`src/sv/agftc_pkg.sv`:
```
// Shared types, constants and the helper function of the ACK-gated flit transmit controller.
package agftc_pkg;

  localparam int CREDIT_W         = 7;
  localparam int MAX_BUFFER_DEPTH = 64;
  localparam logic [CREDIT_W-1:0] DEPTH_RESET = CREDIT_W'(4);

  typedef enum logic [1:0] {
    MODE_OPEN = 2'd0,
    MODE_MID  = 2'd1,
    MODE_WAIT = 2'd2
  } mode_t;

  typedef enum logic [1:0] {
    SEL_NONE = 2'd0,
    SEL_DATA = 2'd1,
    SEL_ACK  = 2'd2
  } sel_t;

  typedef struct packed {
    logic data_valid;
    logic data_head;
    logic data_tail;
    logic data_ack_req;
    logic ack_waiting;
    logic credit_return;
    logic ack_arrived;
  } in_item_t;

  typedef struct packed {
    sel_t                send_select;
    logic [CREDIT_W-1:0] credits_left;
    mode_t               send_mode;
  } out_item_t;

  // Credit ceiling: the programmed depth clamped to the largest supported buffer.
  function automatic logic [CREDIT_W-1:0] credit_limit(input logic [CREDIT_W-1:0] depth);
    logic [CREDIT_W-1:0] lim;
    if (depth > CREDIT_W'(MAX_BUFFER_DEPTH)) begin
      lim = CREDIT_W'(MAX_BUFFER_DEPTH);
    end else begin
      lim = depth;
    end
    return lim;
  endfunction

endpackage

```
`src/sv/agftc_in_reg.sv`:
```
// Input register stage that captures one tick's input transfer.
module agftc_in_reg import agftc_pkg::*; (
  input  logic     clk,
  input  logic     rst_n,
  input  logic     load,
  input  logic     in_vld,
  input  in_item_t in_item,
  input  logic     drain,
  output logic     vld,
  output in_item_t item
);

  logic     vld_r, vld_nxt;
  in_item_t item_r;

  always_comb begin
    vld_nxt = vld_r;
    if (load) begin
      vld_nxt = in_vld;
    end else if (drain) begin
      vld_nxt = 1'b0;
    end
  end

  always_ff @(posedge clk) begin
    if (!rst_n) begin
      vld_r <= 1'b0;
    end else begin
      vld_r <= vld_nxt;
    end
  end

  always_ff @(posedge clk) begin
    if (load) begin
      item_r <= in_item;
    end
  end

  assign vld  = vld_r;
  assign item = item_r;

endmodule

```
`src/sv/agftc_core.sv`:
```
// Send decision logic with the mode, packet flags, ACK tracking and credit counter.
module agftc_core import agftc_pkg::*; (
  input  logic                clk,
  input  logic                rst_n,
  input  logic                step,
  input  in_item_t            item,
  input  logic                cfg_wr,
  input  logic [CREDIT_W-1:0] cfg_depth,
  output out_item_t           result
);

  mode_t               mode_r, mode_nxt;
  logic                sent_head_r, sent_head_nxt;
  logic                sent_tail_r, sent_tail_nxt;
  logic                ack_needed_r, ack_needed_nxt;
  logic                ack_seen_r, ack_seen_nxt;
  logic                ack_arrived_r, ack_arrived_nxt;
  logic                sent_last_r, sent_last_nxt;
  logic [CREDIT_W-1:0] credit_r, credit_nxt;
  logic [CREDIT_W-1:0] depth_r, depth_nxt;

  logic                release_ok;
  logic [CREDIT_W:0]   credit_sum;
  logic [CREDIT_W:0]   credit_adj;
  logic [CREDIT_W-1:0] limit;
  logic [CREDIT_W-1:0] credits;
  sel_t                sel;

  assign limit = credit_limit(depth_r);

  always_comb begin
    // The seen latch is set by an arriving ACK and cleared by the next head sent.
    if (ack_seen_r) begin
      ack_seen_nxt = !sent_head_r;
    end else begin
      ack_seen_nxt = ack_arrived_r;
    end
    release_ok = !ack_needed_r || ack_arrived_r || ack_seen_nxt;

    unique case (mode_r)
      MODE_MID: begin
        if (sent_tail_r) begin
          mode_nxt = release_ok ? MODE_OPEN : MODE_WAIT;
        end else begin
          mode_nxt = MODE_MID;
        end
      end
      MODE_WAIT: begin
        mode_nxt = ack_arrived_r ? MODE_OPEN : MODE_WAIT;
      end
      default: begin
        if (sent_head_r) begin
          if (sent_tail_r) begin
            mode_nxt = release_ok ? MODE_OPEN : MODE_WAIT;
          end else begin
            mode_nxt = MODE_MID;
          end
        end else begin
          mode_nxt = MODE_OPEN;
        end
      end
    endcase

    // Debit the previous send, credit this tick's return, then saturate.
    credit_sum = {1'b0, credit_r} + (CREDIT_W+1)'(item.credit_return);
    if (sent_last_r && (credit_sum == '0)) begin
      credit_adj = '0;
    end else begin
      credit_adj = credit_sum - (CREDIT_W+1)'(sent_last_r);
    end
    if (credit_adj > {1'b0, limit}) begin
      credits = limit;
    end else begin
      credits = credit_adj[CREDIT_W-1:0];
    end

    sel = SEL_NONE;
    if (credits != '0) begin
      unique case (mode_nxt)
        MODE_OPEN: begin
          if (item.ack_waiting) begin
            sel = SEL_ACK;
          end else if (item.data_valid) begin
            sel = SEL_DATA;
          end
        end
        MODE_MID: begin
          if (item.data_valid) begin
            sel = SEL_DATA;
          end
        end
        default: begin
          sel = SEL_NONE;
        end
      endcase
    end

    sent_tail_nxt   = (sel == SEL_DATA) && item.data_tail;
    sent_head_nxt   = (sel == SEL_DATA) && item.data_head;
    ack_needed_nxt  = sent_head_nxt ? item.data_ack_req : ack_needed_r;
    ack_arrived_nxt = item.ack_arrived;
    sent_last_nxt   = (sel != SEL_NONE);
    credit_nxt      = credits;
    depth_nxt       = depth_r;

    result.send_select  = sel;
    result.credits_left = credits;
    result.send_mode    = mode_nxt;
  end

  always_ff @(posedge clk) begin
    if (!rst_n) begin
      mode_r        <= MODE_OPEN;
      sent_head_r   <= 1'b0;
      sent_tail_r   <= 1'b0;
      ack_needed_r  <= 1'b0;
      ack_seen_r    <= 1'b1;
      ack_arrived_r <= 1'b0;
      sent_last_r   <= 1'b0;
      depth_r       <= DEPTH_RESET;
      credit_r      <= credit_limit(DEPTH_RESET);
    end else if (cfg_wr) begin
      // A depth write also reloads the credit count with the new ceiling.
      depth_r  <= cfg_depth;
      credit_r <= credit_limit(cfg_depth);
    end else if (step) begin
      mode_r        <= mode_nxt;
      sent_head_r   <= sent_head_nxt;
      sent_tail_r   <= sent_tail_nxt;
      ack_needed_r  <= ack_needed_nxt;
      ack_seen_r    <= ack_seen_nxt;
      ack_arrived_r <= ack_arrived_nxt;
      sent_last_r   <= sent_last_nxt;
      credit_r      <= credit_nxt;
      depth_r       <= depth_nxt;
    end
  end

endmodule

```
`src/sv/agftc_out_reg.sv`:
```
// Result register that holds one send decision until the downstream side takes it.
module agftc_out_reg import agftc_pkg::*; (
  input  logic      clk,
  input  logic      rst_n,
  input  logic      load,
  input  out_item_t result,
  input  logic      stall,
  output logic      vld,
  output logic      ready,
  output out_item_t item
);

  logic      vld_r, vld_nxt;
  out_item_t item_r;

  assign ready = !vld_r || !stall;

  always_comb begin
    vld_nxt = vld_r;
    if (load) begin
      vld_nxt = 1'b1;
    end else if (ready) begin
      vld_nxt = 1'b0;
    end
  end

  always_ff @(posedge clk) begin
    if (!rst_n) begin
      vld_r <= 1'b0;
    end else begin
      vld_r <= vld_nxt;
    end
  end

  always_ff @(posedge clk) begin
    if (load) begin
      item_r <= result;
    end
  end

  assign vld  = vld_r;
  assign item = item_r;

endmodule

```
`src/sv/ack_gated_flit_transmit_control.sv`:
```
// Top level of the ACK-gated flit transmit controller: input stage, decision core, result stage.
// Each input transfer is one clock tick of the link. It is captured in an input register,
// decided by the core once the result register can take it and written to that register, so
// one item enters and one result leaves per cycle while out_stall stays low; the loop
// through the mode, flag and credit registers in the core sets that rate. Either
// register holds its contents while the side after it stalls. The buffer depth register
// may be written at any time the block is idle; the write also reloads the credit counter.
module ack_gated_flit_transmit_control import agftc_pkg::*; (
  input  logic                clk,
  input  logic                rst_n,
  input  logic                in_valid,
  output logic                in_stall,
  input  logic                in_data_valid,
  input  logic                in_data_head,
  input  logic                in_data_tail,
  input  logic                in_data_ack_req,
  input  logic                in_ack_waiting,
  input  logic                in_credit_return,
  input  logic                in_ack_arrived,
  output logic                out_valid,
  input  logic                out_stall,
  output logic [1:0]          out_send_select,
  output logic [CREDIT_W-1:0] out_credits_left,
  output logic [1:0]          out_send_mode,
  input  logic                cfg_valid,
  output logic                cfg_ready,
  input  logic [CREDIT_W-1:0] cfg_buffer_depth
);

  in_item_t  in_item;
  in_item_t  s1_item;
  logic      s1_vld;
  logic      out_ready;
  logic      step;
  logic      load_in;
  out_item_t core_result;
  out_item_t out_item;

  assign in_item = '{
    data_valid:    in_data_valid,
    data_head:     in_data_head,
    data_tail:     in_data_tail,
    data_ack_req:  in_data_ack_req,
    ack_waiting:   in_ack_waiting,
    credit_return: in_credit_return,
    ack_arrived:   in_ack_arrived
  };

  assign step     = s1_vld && out_ready;
  assign in_stall = s1_vld && !out_ready;
  assign load_in  = !in_stall;
  assign cfg_ready = 1'b1;

  agftc_in_reg u_in_reg (
    .clk     (clk),
    .rst_n   (rst_n),
    .load    (load_in),
    .in_vld  (in_valid),
    .in_item (in_item),
    .drain   (step),
    .vld     (s1_vld),
    .item    (s1_item)
  );

  agftc_core u_core (
    .clk       (clk),
    .rst_n     (rst_n),
    .step      (step),
    .item      (s1_item),
    .cfg_wr    (cfg_valid && cfg_ready),
    .cfg_depth (cfg_buffer_depth),
    .result    (core_result)
  );

  agftc_out_reg u_out_reg (
    .clk    (clk),
    .rst_n  (rst_n),
    .load   (step),
    .result (core_result),
    .stall  (out_stall),
    .vld    (out_valid),
    .ready  (out_ready),
    .item   (out_item)
  );

  assign out_send_select  = out_item.send_select;
  assign out_credits_left = out_item.credits_left;
  assign out_send_mode    = out_item.send_mode;

endmodule
```
`config.mk`:
```
export PLATFORM = sky130hd
export DESIGN_NAME = ack_gated_flit_transmit_control
export DESIGN_NICKNAME = d
export VERILOG_FILES = /design/src/sv/agftc_pkg.sv /design/src/sv/agftc_in_reg.sv /design/src/sv/agftc_core.sv /design/src/sv/agftc_out_reg.sv /design/src/sv/ack_gated_flit_transmit_control.sv
export SDC_FILE = /design/constraint.sdc
export NUM_CORES = 1
export LEC_CHECK = 0
export BUFFER_PORTS_ARGS = -buffer_cell sky130_fd_sc_hd__buf_2
export CORE_MARGIN = 2
export CORE_UTILIZATION = 34
export DETAILED_ROUTE_END_ITERATION = 7
export HOLD_SLACK_MARGIN = 0.05
export MAX_ROUTING_LAYER = met4
export RECOVER_POWER = 100
export SETUP_SLACK_MARGIN = 0.3
export SYNTH_ARGS = -nofsm -noshare
export SYNTH_HDL_FRONTEND = slang
export SYNTH_SLANG_ARGS = --single-unit
```
`constraint.sdc`:
```
create_clock -name clk -period 7.9 [get_ports clk]
set_input_delay 1.58 -clock clk [delete_from_list [all_inputs] [get_ports clk]]
set_output_delay 1.58 -clock clk [all_outputs]
set_load 0.02 [all_outputs]
```
==> out/results.tsv <==
metric	value	unit
relSlewSlack	0.223	
holdPathStages	2	
hold_end	u_core.ack_needed_r$_SDFFE_PN0P_	
r2r_slack	3.24	ns
syn_area	2490	um^2
dp.cells	371	
crit_type	reg -> reg	
reg2regPathDepth	15	
core	7180	um^2
dp_hpwl	4.31	mm
slowest_delay	0.56	ns
numCtsBuffers	5	
cp.arrival	4.86	ns
die_w	89.6	um
cap_violations	0	
synth_edf_count	18	
grt_max_degree	19	
timing.rr.start	u_core.credit_r[0]$_SDFFE_PN0P_	
maxSlewViolCount	0	
cts_resized	0	
syn_area_per_cell	9.81	um^2
place_congestion	0.953	
drc	0	
grt_pass1_vias	1888	
synth_seq_cells	42	
setup_viol_count_final	0	
cpMostUsedCell	ha_1	
clk_pin_slew	0.09	ns
critPathLaunchType	register	
async_reset_ff_frac	0	
ir_drop	0.000102	V
r2r-end	u_core.credit_r[5]$_SDFFE_PN0P_	
totalWireLength	5.78	mm
ys_seq_area_frac	0.410	
cp_num_buf_inv	0	
critPathTopFamily	compound AO/OA/AOI/OAI gates	
tightest_slew	1.15	ns
tns	0	ns
row_count	31	
drt_iter0_markers	145	
holdBufCountCts	0	
start_util	0.347	
syn2layout_area_growth	9.34	%
cp.required	8.10	ns
drive_above_1_share	0.107	
hp-class	reg -> reg	
fin_worst_skew	0.00619	ns
critPathMaxFanout	10	
synth_warnings	0	
grtUsageTotal	0.157	
period_minus_slack	4.66	ns
p_leak	1.10	nW
ios	33	
cts.sinks	42	
syn-num-nets	286	
dr.pass1.iters	4	
crit_chain	ha_1, ha_1, and4_1, nand4_1, a2111oi_0, o21a_1, nor2_1, ha_1, nor2b_1, o211ai_1, nand3_1, nand2_1, o21ai_0, mux2_1, a31o_1	
dominantRegCellSynth	dfxtp_1	
vias	1937	
final_core_util	0.380	
synth_cells	254	
htree_levels	2	
portBuffers	31	
crit_slowest_cell	a2111oi_0	
grt_first_pass_wirelength	9.35	mm
root_buffer	clkbuf_8	
cts_setup_buffers	0	
viasPerCell	5.11	
wire_per_inst	15.2	um
grt_antenna_before_repair	0	
end_kind	register	
final.period_utilization	0.590	
clock_latency	0.30	ns
clock.fmax	214	MHz
ant_nets	0	
fin_cells	379	
grt_overflow	0	
ctsLongestPathBuffers	2	
powerDensity	183	nW/um^2
final-hold-violation-count	0	
regArea	1020	um^2
status	finished clean	
die_y	89.6	um
yosysUniqueCellTypes	57	
rsz0062_at_grt	false	
final_common_cell	dfxtp_1	
multi_input_area	1290	um^2
cts_tree	built	
die_area	8030	um^2
nets	311	
min_from	u_core.ack_needed_r$_SDFFE_PN0P_	
antenna_cells	0	
fillerInstances	743	
final_cell_mix	dfxtp_1, nor2_1, nand2_1, edfxtp_1, clkbuf_1	
==> per-stage QoR <==
step | hold slack [ns] | area (um^2) | power [W] | worst slack (ns)
final | 0.475 | 2720 | 0.000499 | 3.24
after global routing | 0.510 | 2720 | 0.000524 | 2.79
after CTS | 0.481 | 2790 | 0.000512 | 3.63
after detailed placement | 0.468 | 2700 | 0.000366 | 3.67
after global placement | 0.452 | 2700 | 0.000366 | 3.79
after floorplan | 0.435 | 2490 | 0.000336 | 4.06
==> power breakdown <==
part	internal [W]	switching, W
combinational	0.0000396	0.0000611
clock	0.0000633	0.0000829
sequential	0.000241	0.0000118
total	0.000344	0.000156
==> layout make-up <==
cell class	instances	area share
multi-input cells	183	0.473
flip-flops and latches	42	0.375
repair buffers	33	0.0537
well taps	99	0.0455
clock buffers	5	0.0253
inverters	14	0.0193
clock inverters	3	0.00873
==> sequential cells by signal, summed over array words and instances, names as in the netlist <==
name                  flops
u_core.ack_seen_r         1
u_in_reg.item             7
u_core.ack_needed_r       1
u_out_reg.item           11
u_core.credit_r           7
u_in_reg.vld              1
u_out_reg.vld             1
u_core.sent_tail_r        1
u_core.sent_head_r        1
u_core.mode_r             2
u_core.ack_arrived_r      1
u_core.sent_last_r        1
u_core.depth_nxt          7
==> worst max path at each step <==
stage / startpoint / end / slack [ns] / depth (start not counted)
3_3_place_gp: u_in_reg.item[1]$_DFFE_PN_ / u_core.ack_needed_r$_SDFFE_PN0P_ / 3.79 / 16
3_5_place_dp: u_in_reg.item[1]$_DFFE_PN_ / u_core.ack_needed_r$_SDFFE_PN0P_ / 3.67 / 16
4_1_cts: u_core.credit_r[0]$_SDFFE_PN0P_ / u_core.ack_needed_r$_SDFFE_PN0P_ / 3.63 / 16
5_1_grt: u_core.credit_r[0]$_SDFFE_PN0P_ / u_core.credit_r[5]$_SDFFE_PN0P_ / 2.79 / 15
2_1_floorplan: out_stall / u_core.ack_arrived_r$_SDFFE_PN0P_ / 4.06 / 6
6_report: u_core.credit_r[0]$_SDFFE_PN0P_ / u_core.credit_r[5]$_SDFFE_PN0P_ / 3.24 / 15
==> metal layers <==
layer	share of wire	track usage	vias to the layer above	routed length, um
li1	-	-	972	-
met1	0.50	0.221	901	2900
met2	0.43	0.225	53	2470
met3	0.052	0.0283	11	302
met4	0.017	0.0570	0	97
met5	0	-	-	0
==> cell usage after synthesis, types with 3 or more instances <==
master / n / area [um^2]
nor2b_1: 9 / 56.3
nand4_1: 4 / 25.0
a21o_1: 4 / 30.0
inv_1: 13 / 48.8
edfxtp_1: 18 / 541
ha_1: 13 / 163
a22o_1: 5 / 43.8
a21oi_1: 10 / 50.1
mux2i_1: 14 / 140
and2_1: 3 / 18.8
nor3_1: 5 / 25.0
xnor2_1: 4 / 35.0
a31o_1: 8 / 70.1
dfxtp_1: 24 / 480
nand3_1: 6 / 30.0
and3_1: 6 / 37.5
o21ai_0: 5 / 25.0
o21a_1: 4 / 30.0
mux2_4: 3 / 45.0
buf_2: 3 / 15.0
nor2_1: 23 / 86.3
clkbuf_1: 6 / 22.5
buf_6: 3 / 33.8
nand2_1: 18 / 67.6
==> logic make-up (layout without fill, tap and decap cells) <==
kind of cell / count (synthesis) / count (layout) / synth area share
fa+ha+maj: 13 / 13 / 0.0653
flops: 42 / 42 / 0.410
buf+inv: 29 / 55 / 0.0557
simple gates: 89 / 89 / 0.189
other cells: 1 / 1 / 0.00151
compound gates: 56 / 56 / 0.174
mux: 18 / 18 / 0.0834
xor+xnor: 6 / 6 / 0.0211
==> worst min-delay path: cells and delay by family, from the launching register on <==
family	cells	cell delay, ns
simple gates	1	0.05
mux	1	0.05
flops	1	0.33
Power figures use the tool's default switching activity.
